`config.mk`:
```
export PLATFORM = sky130hd
export DESIGN_NAME = rss_cell
export DESIGN_NICKNAME = d
export VERILOG_FILES = /design/src/hw/rtl/rss_pkg.sv /design/src/hw/rtl/rss_cell.sv
export SDC_FILE = /design/constraint.sdc
export NUM_CORES = 1
export LEC_CHECK = 0
export ABC_AREA = 1
export BUFFER_PORTS_ARGS = -buffer_cell sky130_fd_sc_hd__buf_2
export CORE_MARGIN = 4
export CORE_UTILIZATION = 40
export CTS_CLUSTER_DIAMETER = 50
export DETAILED_ROUTE_END_ITERATION = 10
export PLACE_DENSITY = 0.77
export SYNTH_ARGS = -nofsm -noshare
export SYNTH_HDL_FRONTEND = slang
export SYNTH_SLANG_ARGS = --single-unit
```
`constraint.sdc`:
```
create_clock -name clk_i -period 0.8 [get_ports clk_i]
set_input_delay 0.04 -clock clk_i [delete_from_list [all_inputs] [get_ports clk_i]]
set_output_delay 0.04 -clock clk_i [all_outputs]
set_load 0.02 [all_outputs]
```
`src/hw/rtl/rss_pkg.sv`:
```
// ----------------------------------------------------------------------------
// rss_pkg: shared types and constants for the RGB 3x3 sharpen filter
// Beat layouts, pixel and window column types, register indexes.
// ----------------------------------------------------------------------------
`default_nettype none

package rss_pkg;

  localparam int PixBits       = 8;
  localparam int OutBits       = 12;
  localparam int KernBits      = PixBits + 4;
  localparam int NumCols       = 3;
  localparam int CfgIdxBits    = 1;
  localparam int CfgDataBits   = 13;
  localparam int CfgWidthBits  = 11;
  localparam int CfgHeightBits = 13;

  localparam logic [CfgWidthBits-1:0]  WidthReset  = CfgWidthBits'(640);
  localparam logic [CfgHeightBits-1:0] HeightReset = CfgHeightBits'(480);
  localparam logic [PixBits-1:0]       PixMax      = {PixBits{1'b1}};

  // configuration register indexes
  typedef enum logic [CfgIdxBits-1:0] {
    CfgImageWidth  = 1'b0,
    CfgImageHeight = 1'b1
  } cfg_idx_e;

  typedef struct packed {
    logic [PixBits-1:0] blue;
    logic [PixBits-1:0] green;
    logic [PixBits-1:0] red;
  } pixel_t;

  // one window column: rows above, at and below the center row
  typedef struct packed {
    pixel_t top;
    pixel_t mid;
    pixel_t bot;
  } column_t;

  // one line buffer entry: two rows back and one row back
  typedef struct packed {
    pixel_t upper;
    pixel_t middle;
  } line_t;

  typedef struct packed {
    logic               is_pixel;
    logic [PixBits-1:0] red_in;
    logic [PixBits-1:0] green_in;
    logic [PixBits-1:0] blue_in;
  } in_beat_t;

  typedef struct packed {
    logic signed [OutBits-1:0] red_out;
    logic signed [OutBits-1:0] green_out;
    logic signed [OutBits-1:0] blue_out;
    logic                      row_end;
    logic                      frame_end;
    logic                      last_in_run;
  } out_beat_t;

  // taps handed to the kernel
  typedef struct packed {
    pixel_t lft;
    pixel_t ctr;
    pixel_t rgt;
    pixel_t top;
    pixel_t bot;
  } taps_t;

endpackage

`default_nettype wire

```
`src/hw/rtl/rss_cell.sv`:
```
// ----------------------------------------------------------------------------
// rss_cell: one column of the 3x3 window
// Holds three pixels and takes its neighbor's column on each shift.
// ----------------------------------------------------------------------------
`default_nettype none

module rss_cell (
  input  wire logic             clk_i,
  input  wire logic             shift_i,
  input  wire rss_pkg::column_t col_i,
  output      rss_pkg::column_t col_o
);

  rss_pkg::column_t col_q;

  always_ff @(posedge clk_i) begin
    if (shift_i) begin
      col_q <= col_i;
    end
  end

  assign col_o = col_q;

endmodule

`default_nettype wire

```
==> results of run 1 <==
[logic make-up (layout without fill, tap and decap cells)]
| family | count (synthesis) | count (layout) | synth area share, % |
|---|---|---|---|
| buffers and inverters | 0 | 234 | 0 |
| flip-flops | 72 | 72 | 100 |
[power by group through the flow]
stage          clock network, mW  registers [mW]  logic [mW]
2_1_floorplan                  0            5.04           0
3_3_place_gp                   0            4.61       0.921
3_5_place_dp                   0            4.63       0.938
4_1_cts                     2.30            4.56        1.28
5_1_grt                     2.53            4.64        1.56
6_report                    2.25            4.62        1.49
[final timing paths]
path,startpoint,to,slack (ns),cells after the start
max,col_o[47]$_DFFE_PP_,col_o[47],-0.13,1
min,shift_i,col_o[53]$_DFFE_PP_,0.21,2
[through the flow]
stage	TNS, ns	setup slack (ns)	utilization [%]	instance area, um2
after floorplan	0	0.311	-	2160
after global placement	0	0.0728	58.3	3020
after detailed placement	0	0.0608	58.3	3020
after CTS	-7.79	-0.142	76.9	3980
after global routing	-9.70	-0.165	81.8	4230
final	-6.72	-0.129	81.8	4230
[cell type report]
type,count,area (um2)
clock buffer,10,128
clock inverter,5,25.0
fill,246,940
sequential,72,2160
tap,70,87.6
timing repair buffer,219,1830
[Yosys cell counts]
library cell / instances / share of area, %
edfxtp_1: 72 / 100
[timing repair]
action / in CTS / in global routing
resized for setup: 28 / 82
hold buffers: 72 / 0
hold endpoints to repair: 72 / 0
setup endpoints to repair: 72 / 72
buffers inserted: 0 / 0
[metal layers]
metal / routed length, um / GRT usage, % / vias up
met5: 0 / 0 / -
met4: 101 / 9.80 / 0
met3: 527 / 6.25 / 9
met2: 3710 / 35.4 / 84
met1: 1990 / 16.5 / 778
li1: - / - / 750
==> impl_metrics.py, run 1 <==
metrics = {
    "critical_path": {
        "cp.arrival_ns": 0.89,
        "crit_chain": "buf_6",
        "path_max_fanout": 1,
        "critPathBufInv": 1,
        "slowest_delay_ns": 0.41,
        "crit_family": "flip-flops",
        "cp-start-kind": "flop",
        "slowest_stage": "edfxtp_1",
        "crit_required_ns": 0.76,
        "end_kind": "primary output",
        "worst-setup-path-type": "reg -> out",
    },
    "layout": {
        "area_growth_syn_to_layout_pct": 95.8,
        "largest_reg_flops": 72,
        "final_common_cell": "buf_2",
        "nMultiInputCombCells": 0,
        "nets": 376,
        "multi_input_area_um2": 0,
        "drive_gt1_share_pct": 52.0,
        "final_cell_mix": "buf_2 (90), edfxtp_1 (72), dlygate4sd3_1 (72), buf_6 (55), clkbuf_8 (9)",
        "diodes": 0,
        "fin_cells": 376,
    },
    "timing": {
        "rsz0062_at_grt": "true",
        "tightest_slew_ns": 0.204,
        "layout_min_cycle_time_ns": 0.929,
        "fin_ws_ns": -0.129,
        "hold_violations": 0,
        "setup_violations": 72,
        "drv_slew": 0,
        "holdWs_ns": 0.210,
        "max_freq_mhz": 1080,
        "final.period_utilization_pct": 116,
        "slew_headroom_pct": 86.4,
    },
    "placed_design": {
        "io_buffers": 145,
        "place.gp.congestion": 0.659,
        "dp_cells": 289,
    },
    "yosys": {
        "ys_warn_count": 0,
        "synth_seq_area_share_pct": 100,
        "yosysUniqueCellTypes": 1,
        "avgSynthCellArea_um2": 30.0,
        "synthesis.area_um2": 2160,
        "synth_nets": 146,
        "ys_ff_latch": 72,
        "netlist_instances": 72,
    },
    "clocking": {
        "ctsLongestPathBuffers": 2,
        "root_buffer": "clkbuf_8",
        "clkSinkCount": 72,
        "path_clk_slew_ns": 0.07,
        "cts_buffers": 9,
        "tritoncts": "done",
        "h-tree-depth": 3,
    },
    "global_routing": {
        "grt_pass1_vias": 1751,
        "grt_max_degree": 39,
        "antenna_found_initial": 0,
        "grt-ovfl-total": 0,
        "grt_usage_pct": 18.4,
        "grt_pass1_wl_mm": 8.47,
    },
    "routing": {
        "drt_first_pass_iters": 4,
        "vias": 1621,
        "wl_per_cell_um": 16.8,
        "drc_errors": 0,
        "antenna_left": 0,
        "vias_per_cell": 4.31,
        "routed_wl_mm": 6.33,
        "dr.first_iter.drc_count": 62,
    },
    "floorplan": {
        "die-area_um2": 6650,
        "die_h_um": 81.5,
        "rows": 26,
        "start_util_pct": 41.8,
        "pin_count": 146,
        "die_x_um": 81.5,
        "core_area_um2": 5170,
    },
    "power_and_ir_drop": {
        "seqPwrFrac_pct": 55.3,
        "combPwrFrac_pct": 17.8,
        "intPower_mw": 6.37,
        "power_density_nw_per_um2": 1970,
        "clkPwrFrac_pct": 27.0,
        "p_sw_mw": 1.98,
        "sw_frac_of_total_pct": 23.7,
        "power_mw": 8.36,
        "leakage_nw": 1.79,
        "vdd_drop_max_uv": 1410,
    },
    "job": {
        "drv.max_cap_violation_count": 0,
    },
    "outcome": {
        "failed_checks": "setup timing",
        "status": "finished with violations",
    },
    "hold_path": {
        "min_path_type": "in -> reg",
    },
}
Note: power is estimated with default switching activity, not from simulation.
==> run 2: changes to the inputs <==
- CTS_CLUSTER_SIZE: default -> 24
- GPL_TIMING_DRIVEN: default -> 0
- PLACE_DENSITY: 0.77 -> default
- PLACE_DENSITY_LB_ADDON: default -> 0.1
==> impl_metrics.py, run 2 (same netlist as run 1, synthesis figures left out) <==
metrics = {
    "critical_path": {
        "slowest_stage": "edfxtp_1",
        "path_max_fanout": 1,
        "worst-setup-path-type": "reg -> out",
        "slowest_delay_ns": 0.42,
        "cp-start-kind": "flop",
        "crit_family": "flip-flops",
        "end_kind": "primary output",
        "crit_chain": "buf_2",
        "cp.arrival_ns": 0.94,
        "crit_required_ns": 0.76,
        "critPathBufInv": 1,
    },
    "timing": {
        "rsz0062_at_grt": "true",
        "max_freq_mhz": 1020,
        "layout_min_cycle_time_ns": 0.979,
        "tightest_slew_ns": 0.621,
        "hold_violations": 0,
        "fin_tns_setup_ns": -7.74,
        "final.period_utilization_pct": 122,
        "slew_headroom_pct": 58.6,
        "drv_slew": 0,
        "setup_violations": 72,
        "fin_ws_ns": -0.179,
    },
    "floorplan": {
        "start_util_pct": 41.8,
        "pin_count": 146,
        "die-area_um2": 6650,
        "die_h_um": 81.5,
        "rows": 26,
        "die_x_um": 81.5,
        "core_area_um2": 5170,
    },
    "global_routing": {
        "grt-ovfl-total": 0,
        "grt_max_degree": 73,
        "grt_pass1_vias": 1730,
        "grt_pass1_wl_mm": 7.97,
        "antenna_found_initial": 0,
        "grt_usage_pct": 17.1,
    },
    "routing": {
        "vias_per_cell": 4.27,
        "antenna_left": 0,
        "drt_first_pass_iters": 4,
        "drc_errors": 0,
        "dr.first_iter.drc_count": 91,
        "routed_wl_mm": 6.36,
        "wl_per_cell_um": 17.0,
        "vias": 1601,
    },
    "clocking": {
        "ctsLongestPathBuffers": 2,
        "cts_buffers": 9,
        "path_clk_slew_ns": 0.08,
        "post_cts_buffers": 0,
        "root_buffer": "clkbuf_8",
        "h-tree-depth": 3,
        "clkSinkCount": 72,
        "tritoncts": "done",
    },
    "layout": {
        "multi_input_area_um2": 0,
        "drive_gt1_share_pct": 52.5,
        "final_cell_mix": "buf_2 (92), edfxtp_1 (72), dlygate4sd3_1 (72), buf_6 (53), clkbuf_8 (9)",
        "final_area_um2": 4260,
        "final_common_cell": "buf_2",
        "area_growth_syn_to_layout_pct": 97.2,
        "largest_reg_flops": 72,
        "nMultiInputCombCells": 0,
        "nets": 374,
        "diodes": 0,
    },
    "outcome": {
        "failed_checks": "setup timing",
        "status": "finished with violations",
    },
    "power_and_ir_drop": {
        "combPwrFrac_pct": 15.4,
        "vdd_drop_max_uv": 1700,
        "sw_frac_of_total_pct": 22.0,
        "leakage_nw": 1.80,
        "power_mw": 9.39,
        "seqPwrFrac_pct": 49.2,
        "power_density_nw_per_um2": 2200,
        "intPower_mw": 7.33,
        "clkPwrFrac_pct": 35.5,
        "p_sw_mw": 2.06,
    },
    "placed_design": {
        "io_buffers": 145,
        "place_area_um2": 2980,
        "place.gp.congestion": 0.679,
        "place_ws_ns": -0.776,
    },
    "job": {
        "drv.max_cap_violation_count": 0,
    },
    "hold_path": {
        "min_path_type": "in -> reg",
    },
}
run 2: power by group through the flow:
stage                     clock, mW  sequential [mW]  combinational [mW]
after floorplan                   0             5.04                   0
after global placement            0             4.62               0.903
after detailed placement          0             4.64               0.914
after global routing           3.57             4.64                1.52
after CTS                      3.33             4.57                1.27
final                          3.33             4.62                1.44
run 2: final cells by class:
cell class / count / area, um2
clock buffer: 10 / 128
clock inverter: 6 / 108
fill: 250 / 910
sequential: 72 / 2160
tap: 70 / 87.6
timing repair buffer: 217 / 1780
run 2: path summary, 6_finish.rpt:
kind | slack [ns] | end | depth (start not counted) | startpoint
worst min-delay path | 0.21 | col_o[59]$_DFFE_PP_ | 1 | shift_i
worst max-delay path | -0.18 | col_o[14] | 1 | col_o[14]$_DFFE_PP_
run 2: stage by stage:
stage	util, %	cells	hold slack (ns)
floorplan	-	72	0.139
global placement	57.5	287	0.216
detailed placement	57.5	287	0.218
CTS	78.2	375	0.348
global route	82.4	375	0.217
finish	82.4	375	0.210
run 2: what timing repair did:
action | CTS | global route
hold endpoints to repair | 72 | 0
hold buffers | 72 | 0
gates resized for setup | 37 | 69
endpoints found under the setup margin | 144 | 80
run 2: routing by layer:
layer  up-vias  wire length, um  GRT usage, %
met2       100             3490          30.4
met3        16              607          5.81
met1       737             2080          16.7
met4         0              180          11.5
met5         -                0             0
li1        748                -             -
==> run 3: changes to the inputs <==
- ABC_AREA: 1 -> default
- CORE_ASPECT_RATIO: default -> 2
==> impl_metrics.py, run 3 (same netlist as run 1, synthesis figures left out) <==
metrics = {
    "outcome": {
        "status": "finished with violations",
        "failed_checks": "setup timing",
    },
    "timing": {
        "slew_headroom_pct": 57.7,
        "setup_violations": 72,
        "drv_slew": 0,
        "hold_violations": 0,
        "fin_tns_setup_ns": -6.82,
        "final.period_utilization_pct": 117,
        "layout_min_cycle_time_ns": 0.933,
        "tightest_slew_ns": 0.635,
        "fin_ws_ns": -0.133,
        "rsz0062_at_grt": "true",
        "max_freq_mhz": 1070,
    },
    "power_and_ir_drop": {
        "clkPwrFrac_pct": 32.4,
        "leakage_nw": 1.80,
        "combPwrFrac_pct": 16.4,
        "p_sw_mw": 2.00,
        "power_mw": 9.03,
        "intPower_mw": 7.03,
        "vdd_drop_max_uv": 2400,
        "seqPwrFrac_pct": 51.2,
        "sw_frac_of_total_pct": 22.2,
        "power_density_nw_per_um2": 2110,
    },
    "critical_path": {
        "critPathBufInv": 1,
        "cp.arrival_ns": 0.89,
        "crit_cells": 1,
        "crit_chain": "buf_6",
        "slowest_delay_ns": 0.42,
        "path_max_fanout": 1,
        "crit_required_ns": 0.76,
        "end_kind": "primary output",
        "crit_family": "flip-flops",
        "cp-start-kind": "flop",
        "slowest_stage": "edfxtp_1",
        "worst-setup-path-type": "reg -> out",
    },
    "global_routing": {
        "grt_max_degree": 73,
        "grt_pass1_vias": 1845,
        "grt_usage_pct": 18.4,
        "antenna_found_initial": 1,
        "grt-ovfl-total": 0,
        "grt_pass1_wl_mm": 8.79,
    },
    "layout": {
        "final_common_cell": "buf_2",
        "fin_cells": 364,
        "drive_gt1_share_pct": 51.8,
        "final_area_um2": 4280,
        "nMultiInputCombCells": 0,
        "nets": 374,
        "largest_reg_flops": 72,
        "multi_input_area_um2": 0,
        "area_growth_syn_to_layout_pct": 97.7,
        "final_cell_mix": "buf_2 (84), edfxtp_1 (72), dlygate4sd3_1 (72), buf_6 (61), clkbuf_8 (9)",
    },
    "routing": {
        "vias": 1598,
        "drc_errors": 0,
        "drt_first_pass_iters": 4,
        "wl_per_cell_um": 16.8,
        "antenna_left": 0,
        "vias_per_cell": 4.39,
        "routed_wl_mm": 6.10,
        "dr.first_iter.drc_count": 40,
    },
    "clocking": {
        "h-tree-depth": 3,
        "post_cts_buffers": 0,
        "cts_buffers": 9,
        "ctsLongestPathBuffers": 2,
        "tritoncts": "done",
        "clkSinkCount": 72,
        "path_clk_slew_ns": 0.07,
        "root_buffer": "clkbuf_8",
    },
    "job": {
        "drv.max_cap_violation_count": 0,
    },
    "hold_path": {
        "worstHoldPathCells": 1,
        "min_path_type": "in -> reg",
        "hp-start": "shift_i",
        "worstHoldEndpoint": "col_o[31]$_DFFE_PP_",
    },
    "floorplan": {
        "core_area_um2": 5180,
        "die_x_um": 60.0,
        "rows": 37,
        "pin_count": 146,
        "die-area_um2": 6720,
        "die_h_um": 112,
        "start_util_pct": 41.7,
    },
    "placed_design": {
        "place_ws_ns": -0.783,
        "place.gp.congestion": 0.665,
        "io_buffers": 145,
        "place_area_um2": 2960,
        "dp_cells": 275,
    },
}
[run 3: power groups by stage]
stage	sequential [mW]	combinational [mW]	clock [mW]
global placement	4.63	0.906	0
CTS	4.58	1.32	3.00
finish	4.62	1.48	2.93
detailed placement	4.64	0.918	0
global route	4.65	1.56	3.17
floorplan	5.04	0	0
[run 3: stage by stage]
step,hold WS (ns),utilization [%]
floorplan,0.139,-
global placement,0.216,57.1
detailed placement,0.219,57.1
CTS,0.352,78.4
global route,0.235,82.5
finish,0.206,82.5
[run 3: layout make-up]
type	instances	area [um2]
clock buffer	9	124
antenna	1	2.50
timing repair buffer	217	1830
fill	268	910
clock inverter	7	86.3
tap	58	72.6
sequential	72	2160
[run 3: worst max path at each step]
stage          slack, ns            endpoint                 from
2_1_floorplan       0.31            col_o[0]   col_o[0]$_DFFE_PP_
3_3_place_gp       -0.72  col_o[6]$_DFFE_PP_              shift_i
3_5_place_dp       -0.78  col_o[7]$_DFFE_PP_              shift_i
4_1_cts            -0.14           col_o[56]  col_o[56]$_DFFE_PP_
5_1_grt            -0.18           col_o[38]  col_o[38]$_DFFE_PP_
6_report           -0.13           col_o[40]  col_o[40]$_DFFE_PP_
[run 3: repair_timing]
item	4_1_cts	5_1_grt
setup endpoints to repair	144	144
hold buffers	72	0
gates cloned	0	0
endpoints found under the hold margin	72	0
gates resized for setup	55	68
[run 3: metal layers]
metal / global-route usage (%) / up-vias / routed length [um]
met3: 9.98 / 17 / 730
li1: - / 748 / -
met4: 7.99 / 0 / 168
met1: 19.0 / 726 / 1940
met2: 29.8 / 107 / 3260
met5: 0 / - / 0
