[src/hw/rtl/rss_pkg.sv]
// ----------------------------------------------------------------------------
// rss_pkg: shared types and constants for the RGB 3x3 sharpen filter
// Beat layouts, pixel and window column types, register indexes.
// ----------------------------------------------------------------------------
`default_nettype none

package rss_pkg;

  localparam int PixBits       = 8;
  localparam int OutBits       = 12;
  localparam int KernBits      = PixBits + 4;
  localparam int NumCols       = 3;
  localparam int CfgIdxBits    = 1;
  localparam int CfgDataBits   = 13;
  localparam int CfgWidthBits  = 11;
  localparam int CfgHeightBits = 13;

  localparam logic [CfgWidthBits-1:0]  WidthReset  = CfgWidthBits'(640);
  localparam logic [CfgHeightBits-1:0] HeightReset = CfgHeightBits'(480);
  localparam logic [PixBits-1:0]       PixMax      = {PixBits{1'b1}};

  // configuration register indexes
  typedef enum logic [CfgIdxBits-1:0] {
    CfgImageWidth  = 1'b0,
    CfgImageHeight = 1'b1
  } cfg_idx_e;

  typedef struct packed {
    logic [PixBits-1:0] blue;
    logic [PixBits-1:0] green;
    logic [PixBits-1:0] red;
  } pixel_t;

  // one window column: rows above, at and below the center row
  typedef struct packed {
    pixel_t top;
    pixel_t mid;
    pixel_t bot;
  } column_t;

  // one line buffer entry: two rows back and one row back
  typedef struct packed {
    pixel_t upper;
    pixel_t middle;
  } line_t;

  typedef struct packed {
    logic               is_pixel;
    logic [PixBits-1:0] red_in;
    logic [PixBits-1:0] green_in;
    logic [PixBits-1:0] blue_in;
  } in_beat_t;

  typedef struct packed {
    logic signed [OutBits-1:0] red_out;
    logic signed [OutBits-1:0] green_out;
    logic signed [OutBits-1:0] blue_out;
    logic                      row_end;
    logic                      frame_end;
    logic                      last_in_run;
  } out_beat_t;

  // taps handed to the kernel
  typedef struct packed {
    pixel_t lft;
    pixel_t ctr;
    pixel_t rgt;
    pixel_t top;
    pixel_t bot;
  } taps_t;

endpackage

`default_nettype wire

[src/hw/rtl/rss_kernel.sv]
// ----------------------------------------------------------------------------
// rss_kernel: sharpen kernel for all three colors
// Gives max pixel value minus (5*center - top - bottom - left - right) per color.
// ----------------------------------------------------------------------------
`default_nettype none

module rss_kernel (
  input  wire rss_pkg::taps_t             taps_i,
  output      logic signed [rss_pkg::OutBits-1:0] red_o,
  output      logic signed [rss_pkg::OutBits-1:0] green_o,
  output      logic signed [rss_pkg::OutBits-1:0] blue_o
);

  localparam int KB = rss_pkg::KernBits;

  function automatic logic signed [rss_pkg::OutBits-1:0] sharpen(
    input logic [rss_pkg::PixBits-1:0] l,
    input logic [rss_pkg::PixBits-1:0] c,
    input logic [rss_pkg::PixBits-1:0] r,
    input logic [rss_pkg::PixBits-1:0] t,
    input logic [rss_pkg::PixBits-1:0] b
  );
    logic signed [KB-1:0] cx;
    logic signed [KB-1:0] sum;
    logic signed [KB-1:0] acc;
    cx  = $signed(KB'(c));
    sum = (cx <<< 2) + cx - $signed(KB'(t)) - $signed(KB'(b))
        - $signed(KB'(l)) - $signed(KB'(r));
    acc = $signed(KB'(rss_pkg::PixMax)) - sum;
    return rss_pkg::OutBits'(acc);
  endfunction

  assign red_o   = sharpen(taps_i.lft.red, taps_i.ctr.red, taps_i.rgt.red,
                           taps_i.top.red, taps_i.bot.red);
  assign green_o = sharpen(taps_i.lft.green, taps_i.ctr.green, taps_i.rgt.green,
                           taps_i.top.green, taps_i.bot.green);
  assign blue_o  = sharpen(taps_i.lft.blue, taps_i.ctr.blue, taps_i.rgt.blue,
                           taps_i.top.blue, taps_i.bot.blue);

endmodule

`default_nettype wire

[config.mk]
export PLATFORM = sky130hd
export DESIGN_NAME = rss_kernel
export DESIGN_NICKNAME = d
export VERILOG_FILES = /design/src/hw/rtl/rss_pkg.sv /design/src/hw/rtl/rss_kernel.sv
export SDC_FILE = /design/constraint.sdc
export NUM_CORES = 1
export LEC_CHECK = 0
export ABC_CLOCK_PERIOD_IN_PS = 5900
export BUFFER_PORTS_ARGS = -buffer_cell sky130_fd_sc_hd__clkbuf_2
export CAP_MARGIN = 20
export CORE_MARGIN = 4
export CORE_UTILIZATION = 52
export DETAILED_ROUTE_END_ITERATION = 8
export PLACE_DENSITY = 0.91
export SETUP_SLACK_MARGIN = 0.05
export SYNTH_ARGS = -nofsm -noshare
export SYNTH_HDL_FRONTEND = slang
export SYNTH_SLANG_ARGS = --single-unit
[constraint.sdc]
create_clock -name vclk -period 5.9
set_input_delay 0.885 -clock vclk [all_inputs]
set_output_delay 0.885 -clock vclk [all_outputs]
set_load 0.01 [all_outputs]
==> metrics.json, run 1 <==
{
  "sequential_cell_area_um2": 0,
  "drt_iter0_markers": 72,
  "synth_compound_gate_area_share_pct": 9.72,
  "timing.slew.headroom_pct": 71.8,
  "yosysSeqAreaShare_pct": 0,
  "routed_wirelength_um": 8630,
  "via_count_of_the_first_global_routing_pass": 3601,
  "netlist_top_cells_area": "sky130_fd_sc_hd__fa_1 (48%), sky130_fd_sc_hd__inv_1 (20%), sky130_fd_sc_hd__ha_1 (13%)",
  "die-area_um2": 8870,
  "std_cell_rows": 31,
  "synthMostInstantiatedCell": "sky130_fd_sc_hd__inv_1",
  "grtUsageTotal_pct": 20.7,
  "min_path_type": "input port to output pin",
  "endpoint": "blue_o[9]",
  "min_period_over_period_pct": 88.6,
  "power.density_nw_per_um2": 403,
  "post_synth_inst_count": 462,
  "first_pass_iters": 4,
  "setup_violations": 0,
  "synth_xor_area_share_pct": 2.72,
  "synth_nets": 714,
  "final_report_max_slew_violation_count": 0,
  "synthDominantAreaCellType": "sky130_fd_sc_hd__fa_1",
  "grt_remaining_overflow": 0,
  "pin_count": 156,
  "num-fill-cells": 606,
  "syn_avg_cell_area_um2": 8.35,
  "fp.dieW_um": 94.2,
  "grt_first_pass_wirelength_um": 15000,
  "hpwlAfterDp_um": 8350,
  "synth-simple-area-share_pct": 6.32,
  "cts_setup_buffers": 0,
  "cellLeakagePower_uw": 0.00297,
  "die_height_um": 94.2,
  "routed-via-count": 3358,
  "drcViolationCount": 0,
  "criticalPathCategory": "input port to output pin",
  "setup_repair_after_global_routing_missed_its_margin": "no",
  "cap_viol_max_count": 0,
  "final_layout_size_suffix_gt1_share_pct": 25.6,
  "num-clock-buffers": 0,
  "tightestPinTransition_ps": 421,
  "area_growth_pct": 23.3,
  "synth_top_family_by_area": "adder cells",
  "sequence_of_cells_on_the_critical_path": "clkbuf_2, inv_1, fa_1, inv_1, fa_1, inv_1, fa_1, inv_1, ha_1, a211oi_1, o21bai_1, nand3_1, or3b_1, clkbuf_2",
  "cpMaxStageDelayCell": "sky130_fd_sc_hd__fa_1",
  "wl_per_cell_um": 12.1,
  "worst_ep_arrival_time_ps": 4350,
  "dpl_cell_area_um2": 4760,
  "core_um2": 7210,
  "crit_start": "taps_i[19]",
  "post_synth_fa_ha_maj_area_fraction_pct": 60.9,
  "synth.cell_area_um2": 3860,
  "outcome": "finished clean",
  "tot_pwr_uw": 1920,
  "cts_hold_buffers": 0,
  "fin_tns_setup_ps": 0,
  "synthesis.yosys.warnings": 0,
  "seq_cells": 0,
  "grt_max_degree": 8,
  "finish.instance_area_um2": 4760,
  "antenna-diode-count": 0,
  "multiplexer_share_of_the_synthesized_area_pct": 0,
  "cp.required_ps": 5020,
  "slowest_delay_ps": 580,
  "post_synth_most_frequent_cells": "sky130_fd_sc_hd__inv_1 (208), sky130_fd_sc_hd__fa_1 (93), sky130_fd_sc_hd__ha_1 (39), sky130_fd_sc_hd__a21oi_1 (19), sky130_fd_sc_hd__nor2_1 (19)",
  "finalHoldViolations": 0,
  "timing.hold.ws_ps": 2270,
  "clock.fmax_mhz": 191,
  "irDropWorstVdd_mv": 0.293,
  "place.gp.congestion": 0.767,
  "crit_path_end_kind": "output pin",
  "crit_top_cell": "sky130_fd_sc_hd__inv_1",
  "synth_cell_types": 27,
  "final.min_clock_period_ps": 5230,
  "resize_count_post_cts": 0,
  "cp_max_fo": 3,
  "timing.critical_path.from_type": "input port",
  "grt_antenna_before_repair": 0,
  "ant_nets": 0,
  "finish.net_count": 871,
  "io_buffers": 156,
  "synth_top_cell_area_share_pct": 48.2,
  "vias_per_cell": 4.69,
  "initial_core_util_pct": 53.5
}
==> stage by stage <==
stage | utilization, % | setup WS (ps) | instances
final | 66.0 | 670 | 716
after global routing | 66.0 | 445 | 716
after CTS | 66.0 | 674 | 716
after detailed placement | 66.0 | 685 | 716
after global placement | 66.0 | 744 | 716
after floorplan | - | 1040 | 462
==> placed cells by master, fill, tap and decap left out, drive strengths merged <==
master,synthesis,final
nor3,5,5
or4,2,2
a21o,6,6
ha,39,39
a31oi,1,1
fa,93,93
nand2b,1,1
a211oi,6,6
xnor2,8,8
nand3,4,4
nand3b,2,2
inv,208,208
nor2,19,19
o21bai,3,3
nand2,8,8
o211ai,2,2
clkbuf,0,156
a311oi,1,1
nor2b,6,6
o21ai,16,16
or3b,1,1
xor2,4,4
o31a,4,4
o21a,3,3
a21oi,19,19
==> layout make-up <==
| type | instances | area (µm²) | share of cell area [%] |
|---|---|---|---|
| repair buffers | 156 | 781 | 16.4 |
| inverters | 208 | 781 | 16.4 |
| well taps | 99 | 124 | 2.60 |
| multi-input cells | 253 | 3070 | 64.6 |
==> where the power goes <==
group          total, µW  internal, µW  switching (µW)
Sequential             0             0               0
Clock                  0             0               0
Combinational       1920           822            1100
==> worst min path at each step <==
stage                    start         end  slack [ps]  cells past startpoint
floorplan           taps_i[80]  green_o[0]        2030                      3
global placement    taps_i[72]    red_o[0]        2250                      5
detailed placement  taps_i[72]    red_o[0]        2270                      5
CTS                 taps_i[72]    red_o[0]        2280                      5
global route        taps_i[72]    red_o[0]        2280                      5
finish              taps_i[72]    red_o[0]        2270                      5
==> routing by layer <==
layer  GRT usage, %  up-vias  routed length, µm  part of all wire [%]
met3          0.881       20                430                   5.0
met2           41.4      119               4830                    56
met5              0        -                  0                     0
li1               -     1624                  -                     -
met1           24.0     1595               3120                    36
met4           4.81        0                256                   3.0
==> critical path, delay by kind of cell <==
kind,cells,cell delay (ps)
adder cells (fa/ha/maj),4,1940
buffers and inverters,6,410
AO/OA/AOI/OAI,2,600
AND/OR/NAND/NOR,2,480
==> logic make-up after synthesis <==
| group | count (synthesis) |
|---|---|
| AO/OA/AOI/OAI | 61 |
| XOR/XNOR | 12 |
| adder cells (fa/ha/maj) | 132 |
| buffers and inverters | 209 |
| AND/OR/NAND/NOR | 48 |
Power figures use the tool's default switching activity.
==> inputs of run 2 (changes only) <==
ABC_CLOCK_PERIOD_IN_PS = 5860   (was 5900)
REMOVE_ABC_BUFFERS = 1   (was default)
clock period = 5.86 ns   (was 5.9 ns; I/O delays follow)
==> run 2 against run 1 <==
Combinational power about the same. Via count decreased by 0.60%. Sequential share of layout area stayed put. Cell area unchanged. Worst setup slack lost 47 ps. Core utilization unchanged.
==> metrics.json, run 2 (same netlist as run 1, synthesis figures left out) <==
{
  "vias_per_cell": {"value": 4.66, "change": "was 4.69"},
  "finish.net_count": {"value": 871, "change": "unchanged"},
  "mostFrequentLayoutCells": {"value": "sky130_fd_sc_hd__inv_1 (208), sky130_fd_sc_hd__clkbuf_2 (156), sky130_fd_sc_hd__fa_1 (93), sky130_fd_sc_hd__ha_1 (39)", "change": "unchanged"},
  "outcome": {"value": "finished clean", "change": "unchanged"},
  "drcViolationCount": {"value": 0, "change": "unchanged"},
  "std_cell_rows": {"value": 31, "change": "unchanged"},
  "min_period_over_period_pct": 89.4,
  "finalHoldViolations": {"value": 0, "change": "unchanged"},
  "via_count_of_the_first_global_routing_pass": {"value": 3834, "change": "was 3601"},
  "pin_count": {"value": 156, "change": "unchanged"},
  "grt_first_pass_wirelength": {"value": 15700, "unit": "µm", "change": "was 15000 µm"},
  "timing.critical_path.from_type": {"value": "input port", "change": "unchanged"},
  "hpwlAfterDp": {"value": 8610, "unit": "µm", "change": "was 8350 µm"},
  "sequentialPowerShare": {"value": 0, "unit": "%", "change": "about the same"},
  "cp_max_fo": {"value": 3, "change": "unchanged"},
  "final_core_utilization": {"value": 66.0, "unit": "%", "change": "unchanged"},
  "switchingPower": {"value": 1110, "unit": "µW", "change": "was 1100 µW"},
  "grt_max_degree": {"value": 8, "change": "unchanged"},
  "tightestPinTransition": {"value": 421, "unit": "ps", "change": "about the same"},
  "criticalPathCategory": {"value": "input port to output pin", "change": "unchanged"},
  "grt_remaining_overflow": {"value": 0, "change": "unchanged"},
  "cell_internal_pwr": {"value": 827, "unit": "µW", "change": "was 822 µW"},
  "holdPathEnd": {"value": "red_o[0]", "change": "unchanged"},
  "min_path_type": {"value": "input port to output pin", "change": "unchanged"},
  "num-fill-cells": {"value": 620, "change": "was 606"},
  "cp.required": {"value": 4980, "unit": "ps", "change": "was 5020 ps"},
  "fp.dieW": {"value": 94.2, "unit": "µm", "change": "unchanged"},
  "final.min_clock_period_ps": 5240,
  "resize_count_post_cts": {"value": 0, "change": "unchanged"},
  "cap_viol_max_count": {"value": 0, "change": "unchanged"},
  "cpMaxStageDelayCell": {"value": "sky130_fd_sc_hd__fa_1", "change": "unchanged"},
  "setup_repair_after_global_routing_missed_its_margin": {"value": "no", "change": "unchanged"},
  "cts_setup_buffers": {"value": 0, "change": "unchanged"},
  "io_buffers": {"value": 156, "change": "unchanged"},
  "ant_nets": {"value": 0, "change": "unchanged"},
  "sw_frac_of_total": {"value": 57.2, "unit": "%", "change": "about the same"},
  "seq_cells": {"value": 0, "change": "unchanged"},
  "grtUsageTotal": {"value": 22.0, "unit": "%", "change": "was 20.7%"},
  "layout_commonest_cell": {"value": "sky130_fd_sc_hd__inv_1", "change": "unchanged"},
  "fin_tns_setup": {"value": 0, "unit": "ps", "change": "unchanged"},
  "drt_iter0_markers": {"value": 77, "change": "was 72"},
  "hold_path_cell_cnt": {"value": 5, "change": "unchanged"},
  "core": {"value": 7210, "unit": "µm²", "change": "unchanged"},
  "first_pass_iters": {"value": 4, "change": "unchanged"},
  "sequential_cell_area": {"value": 0, "unit": "µm²", "change": "unchanged"},
  "power.density": {"value": 406, "unit": "nW/µm²", "change": "was 403 nW/µm²"},
  "holdCritStartpoint": {"value": "taps_i[72]", "change": "unchanged"},
  "final_report_max_slew_violation_count": {"value": 0, "change": "unchanged"},
  "worst_ep_arrival_time": {"value": 4360, "unit": "ps", "change": "was 4350 ps"},
  "routed-via-count": {"value": 3338, "change": "was 3358"},
  "crit_path_end_kind": {"value": "output pin", "change": "unchanged"},
  "power_frac_comb": {"value": 100.0, "unit": "%", "change": "about the same"},
  "setup_violations": {"value": 0, "change": "unchanged"},
  "die_height": {"value": 94.2, "unit": "µm", "change": "unchanged"},
  "place.gp.congestion": {"value": 0.771, "change": "was 0.767"},
  "wl_per_cell": {"value": 12.4, "unit": "µm", "change": "was 12.1 µm"},
  "crit_top_cell": {"value": "sky130_fd_sc_hd__inv_1", "change": "unchanged"},
  "area_growth": {"value": 23.3, "unit": "%", "change": "unchanged"},
  "slowest_delay": {"value": 590, "unit": "ps", "change": "was 580 ps"},
  "irDropWorstVdd": {"value": 0.296, "unit": "mV", "change": "was 0.293 mV"},
  "antenna-diode-count": {"value": 0, "change": "unchanged"},
  "clkPwrFrac": {"value": 0, "unit": "%", "change": "about the same"},
  "tot_pwr": {"value": 1930, "unit": "µW", "change": "was 1920 µW"},
  "timing.slew.headroom": {"value": 71.7, "unit": "%", "change": "was 71.8%"},
  "num-clock-buffers": {"value": 0, "change": "unchanged"},
  "final_layout_size_suffix_gt1_share": {"value": 25.6, "unit": "%", "change": "unchanged"},
  "grt_antenna_before_repair": {"value": 0, "change": "unchanged"},
  "sequence_of_cells_on_the_critical_path": {"value": "clkbuf_2, inv_1, fa_1, inv_1, fa_1, inv_1, fa_1, inv_1, ha_1, a211oi_1, o21bai_1, nand3_1, or3b_1, clkbuf_2", "change": "unchanged"},
  "initial_core_util": {"value": 53.5, "unit": "%", "change": "unchanged"},
  "die-area": {"value": 8870, "unit": "µm²", "change": "unchanged"},
  "routed_wirelength": {"value": 8870, "unit": "µm", "change": "was 8630 µm"},
  "clock.fmax_mhz": 191,
  "cellLeakagePower": {"value": 0.00297, "unit": "µW", "change": "unchanged"},
  "cts_hold_buffers": {"value": 0, "change": "unchanged"}
}
## run 2: cell counts in the layout (fill, tap and decap cells not counted)
No cell type changed its count.
## run 2: worst max path at each step
stage	slack (ps)	to	startpoint
final	620	blue_o[9]	taps_i[19]
after global routing	470	red_o[9]	taps_i[3]
after CTS	650	blue_o[9]	taps_i[19]
after detailed placement	660	blue_o[9]	taps_i[19]
after global placement	710	blue_o[10]	taps_i[18]
after floorplan	1010	blue_o[10]	taps_i[18]
## run 2: critical path, delay by kind of cell
kind                     cells  cell delay (ps)
adder cells (fa/ha/maj)      4             1940
AO/OA/AOI/OAI                2              620
AND/OR/NAND/NOR              2              500
buffers and inverters        6              440
## run 2: power by group through the flow
| stage | clock, µW | combinational (µW) | sequential [µW] |
|---|---|---|---|
| finish | 0 | 1930 | 0 |
| global route | 0 | 2210 | 0 |
| CTS | 0 | 1950 | 0 |
| detailed placement | 0 | 1940 | 0 |
| global placement | 0 | 1850 | 0 |
| floorplan | 0 | 1310 | 0 |
## run 2: layout make-up
type	count	area, µm²	area share (%)
well taps	99	124	2.60
repair buffers	156	781	16.4
multi-input cells	253	3070	64.6
inverters	208	781	16.4
## run 2: per-layer routing
layer	part of all wire [%]	track usage (%)
met2	55	42.5
met3	4.5	0.962
met4	4.6	8.90
met5	0	0
met1	36	24.9
## run 2: through the flow
| stage | area, µm² | hold slack, ps | setup WS [ps] | cells |
|---|---|---|---|---|
| 2_1_floorplan | 3850 | 2020 | 1010 | 461 |
| 3_3_place_gp | 4760 | 2230 | 715 | 716 |
| 3_5_place_dp | 4760 | 2230 | 664 | 716 |
| 4_1_cts | 4760 | 2230 | 649 | 716 |
| 5_1_grt | 4760 | 2260 | 473 | 716 |
| 6_report | 4760 | 2220 | 623 | 716 |
==> inputs of run 3 (changes only) <==
MAX_ROUTING_LAYER = met4   (was default)
==> run 3 against run 2 <==
Worst hold slack is the same. Flip-flop and latch count unchanged. Final cell count did not move. Core utilization unchanged. Cell area unchanged. Global-route usage rose by 0.64 points. Critical endpoint unchanged. Non-clock buffer count unchanged. Via count stayed put. Largest power group unchanged.
==> metrics.json, run 3 (same netlist as run 1, synthesis figures left out) <==
{
  "cap_viol_max_count": {"value": 0, "change": "unchanged"},
  "slowest_delay": {"value": 590, "unit": "ps", "change": "about the same"},
  "switchingPower": {"value": 1110, "unit": "µW", "change": "about the same"},
  "grt_first_pass_wirelength": {"value": 15700, "unit": "µm", "change": "about the same"},
  "layout_commonest_cell": {"value": "sky130_fd_sc_hd__inv_1", "change": "unchanged"},
  "tightestPinTransition": {"value": 421, "unit": "ps", "change": "unchanged"},
  "final_core_utilization": {"value": 66.0, "unit": "%", "change": "unchanged"},
  "hpwlAfterDp": {"value": 8610, "unit": "µm", "change": "unchanged"},
  "clkPwrFrac": {"value": 0, "unit": "%", "change": "about the same"},
  "holdCritStartpoint": {"value": "taps_i[72]", "change": "unchanged"},
  "clock.fmax": {"value": 191, "unit": "MHz", "change": "about the same"},
  "drcViolationCount": {"value": 0, "change": "unchanged"},
  "hold_path_cell_cnt": {"value": 5, "change": "unchanged"},
  "setup_violations": {"value": 0, "change": "unchanged"},
  "cpMaxStageDelayCell": {"value": "sky130_fd_sc_hd__fa_1", "change": "unchanged"},
  "grt_antenna_before_repair": {"value": 0, "change": "unchanged"},
  "sequence_of_cells_on_the_critical_path": {"value": "clkbuf_2, inv_1, fa_1, inv_1, fa_1, inv_1, fa_1, inv_1, ha_1, a211oi_1, o21bai_1, nand3_1, or3b_1, clkbuf_2", "change": "unchanged"},
  "final_report_max_slew_violation_count": {"value": 0, "change": "unchanged"},
  "vias_per_cell": {"value": 4.66, "change": "unchanged"},
  "timing.slew.headroom": {"value": 71.7, "unit": "%", "change": "unchanged"},
  "core": {"value": 7210, "unit": "µm²", "change": "unchanged"},
  "drt_iter0_markers": {"value": 77, "change": "unchanged"},
  "timing.critical_path.from_type": {"value": "input port", "change": "unchanged"},
  "holdPathEnd": {"value": "red_o[0]", "change": "unchanged"},
  "worst_ep_arrival_time": {"value": 4360, "unit": "ps", "change": "about the same"},
  "finalHoldViolations": {"value": 0, "change": "unchanged"},
  "dp_slack": {"value": 664, "unit": "ps", "change": "unchanged"},
  "die_height": {"value": 94.2, "unit": "µm", "change": "unchanged"},
  "initial_core_util": {"value": 53.5, "unit": "%", "change": "unchanged"},
  "layout_setup_ws": {"value": 624, "unit": "ps", "change": "was 623 ps"},
  "std_cell_rows": {"value": 31, "change": "unchanged"},
  "sw_frac_of_total": {"value": 57.2, "unit": "%", "change": "about the same"},
  "final_layout_size_suffix_gt1_share": {"value": 25.6, "unit": "%", "change": "unchanged"},
  "via_count_of_the_first_global_routing_pass": {"value": 3834, "change": "unchanged"},
  "power_frac_comb": {"value": 100.0, "unit": "%", "change": "about the same"},
  "area_growth": {"value": 23.3, "unit": "%", "change": "unchanged"},
  "cts_setup_buffers": {"value": 0, "change": "unchanged"},
  "first_pass_iters": {"value": 5, "change": "was 4"},
  "criticalPathCategory": {"value": "input port to output pin", "change": "unchanged"},
  "resize_count_post_cts": {"value": 0, "change": "unchanged"},
  "irDropWorstVdd": {"value": 0.296, "unit": "mV", "change": "about the same"},
  "outcome": {"value": "finished clean", "change": "unchanged"},
  "timing.critical_path.buf_inv": {"value": 6, "change": "unchanged"},
  "place.gp.congestion": {"value": 0.781, "change": "was 0.771"},
  "seq_cells": {"value": 0, "change": "unchanged"},
  "cellLeakagePower": {"value": 0.00297, "unit": "µW", "change": "unchanged"},
  "cts_hold_buffers": {"value": 0, "change": "unchanged"},
  "io_buffers": {"value": 156, "change": "unchanged"},
  "sequential_cell_area": {"value": 0, "unit": "µm²", "change": "unchanged"},
  "mostFrequentLayoutCells": {"value": "sky130_fd_sc_hd__inv_1 (208), sky130_fd_sc_hd__clkbuf_2 (156), sky130_fd_sc_hd__fa_1 (93), sky130_fd_sc_hd__ha_1 (39)", "change": "unchanged"},
  "power.density": {"value": 406, "unit": "nW/µm²", "change": "about the same"},
  "cp.required": {"value": 4980, "unit": "ps", "change": "about the same"},
  "num-fill-cells": {"value": 620, "change": "unchanged"},
  "ant_nets": {"value": 0, "change": "unchanged"},
  "fp.dieW": {"value": 94.2, "unit": "µm", "change": "unchanged"},
  "finish.net_count": {"value": 871, "change": "unchanged"},
  "final.min_clock_period": {"value": 5240, "unit": "ps", "change": "about the same"},
  "cp_max_fo": {"value": 3, "change": "unchanged"},
  "crit_path_end_kind": {"value": "output pin", "change": "unchanged"},
  "crit_top_cell": {"value": "sky130_fd_sc_hd__inv_1", "change": "unchanged"},
  "setup_repair_after_global_routing_missed_its_margin": {"value": "no", "change": "unchanged"},
  "wl_per_cell": {"value": 12.4, "unit": "µm", "change": "about the same"},
  "cp_top_family": {"value": "adder cells", "change": "unchanged"},
  "grt_max_degree": {"value": 8, "change": "unchanged"},
  "grtUsageTotal": {"value": 22.6, "unit": "%", "change": "was 22.0%"},
  "grt_remaining_overflow": {"value": 0, "change": "unchanged"},
  "min_period_over_period": {"value": 89.4, "unit": "%", "change": "about the same"},
  "die-area": {"value": 8870, "unit": "µm²", "change": "unchanged"},
  "num-clock-buffers": {"value": 0, "change": "unchanged"},
  "antenna-diode-count": {"value": 0, "change": "unchanged"},
  "fin_tns_setup": {"value": 0, "unit": "ps", "change": "unchanged"},
  "cell_internal_pwr": {"value": 827, "unit": "µW", "change": "about the same"},
  "routed_wirelength": {"value": 8880, "unit": "µm", "change": "was 8870 µm"},
  "routed-via-count": {"value": 3338, "change": "unchanged"},
  "sequentialPowerShare": {"value": 0, "unit": "%", "change": "about the same"},
  "min_path_type": {"value": "input port to output pin", "change": "unchanged"},
  "pin_count": {"value": 156, "change": "unchanged"}
}
## run 3: worst min-delay path: stages
cell                       delay [ps]
sky130_fd_sc_hd__clkbuf_2          90
sky130_fd_sc_hd__ha_1             120
sky130_fd_sc_hd__ha_1             110
sky130_fd_sc_hd__inv_1             30
sky130_fd_sc_hd__clkbuf_2         110
## run 3: worst max path at each step
stage / from / end / slack, ps / cells after the start
global placement: taps_i[18] / blue_o[10] / 710 / 16
global route: taps_i[3] / red_o[9] / 470 / 14
CTS: taps_i[19] / blue_o[9] / 650 / 14
floorplan: taps_i[18] / blue_o[10] / 1010 / 14
detailed placement: taps_i[19] / blue_o[9] / 660 / 14
finish: taps_i[19] / blue_o[9] / 620 / 14
## run 3: area by class of cell
| type | instances | area, µm² | share of cell area (%) |
|---|---|---|---|
| Multi-Input combinational cell | 253 | 3070 | 64.6 |
| Timing Repair Buffer | 156 | 781 | 16.4 |
| Inverter | 208 | 781 | 16.4 |
| Tap cell | 99 | 124 | 2.60 |
## run 3: through the flow
step	instance area [µm²]	cells	total power (µW)	hold WS (ps)
after floorplan	3850	461	1310	2020
after global placement	4760	716	1850	2230
after detailed placement	4760	716	1940	2230
after CTS	4760	716	1950	2230
after global routing	4760	716	2210	2260
final	4760	716	1930	2220
## run 3: power groups by stage
| stage | Sequential, µW | Clock (µW) | Combinational (µW) |
|---|---|---|---|
| floorplan | 0 | 0 | 1310 |
| global placement | 0 | 0 | 1850 |
| detailed placement | 0 | 0 | 1940 |
| CTS | 0 | 0 | 1950 |
| global route | 0 | 0 | 2210 |
| finish | 0 | 0 | 1930 |
## run 3: layer usage
metal | track usage (%) | vias up | share of wire (%)
li1 | - | 1621 | -
met1 | 25.0 | 1571 | 36
met2 | 42.5 | 114 | 55
met3 | 0.962 | 32 | 4.6
met4 | 8.90 | 0 | 4.5
met5 | - | - | 0
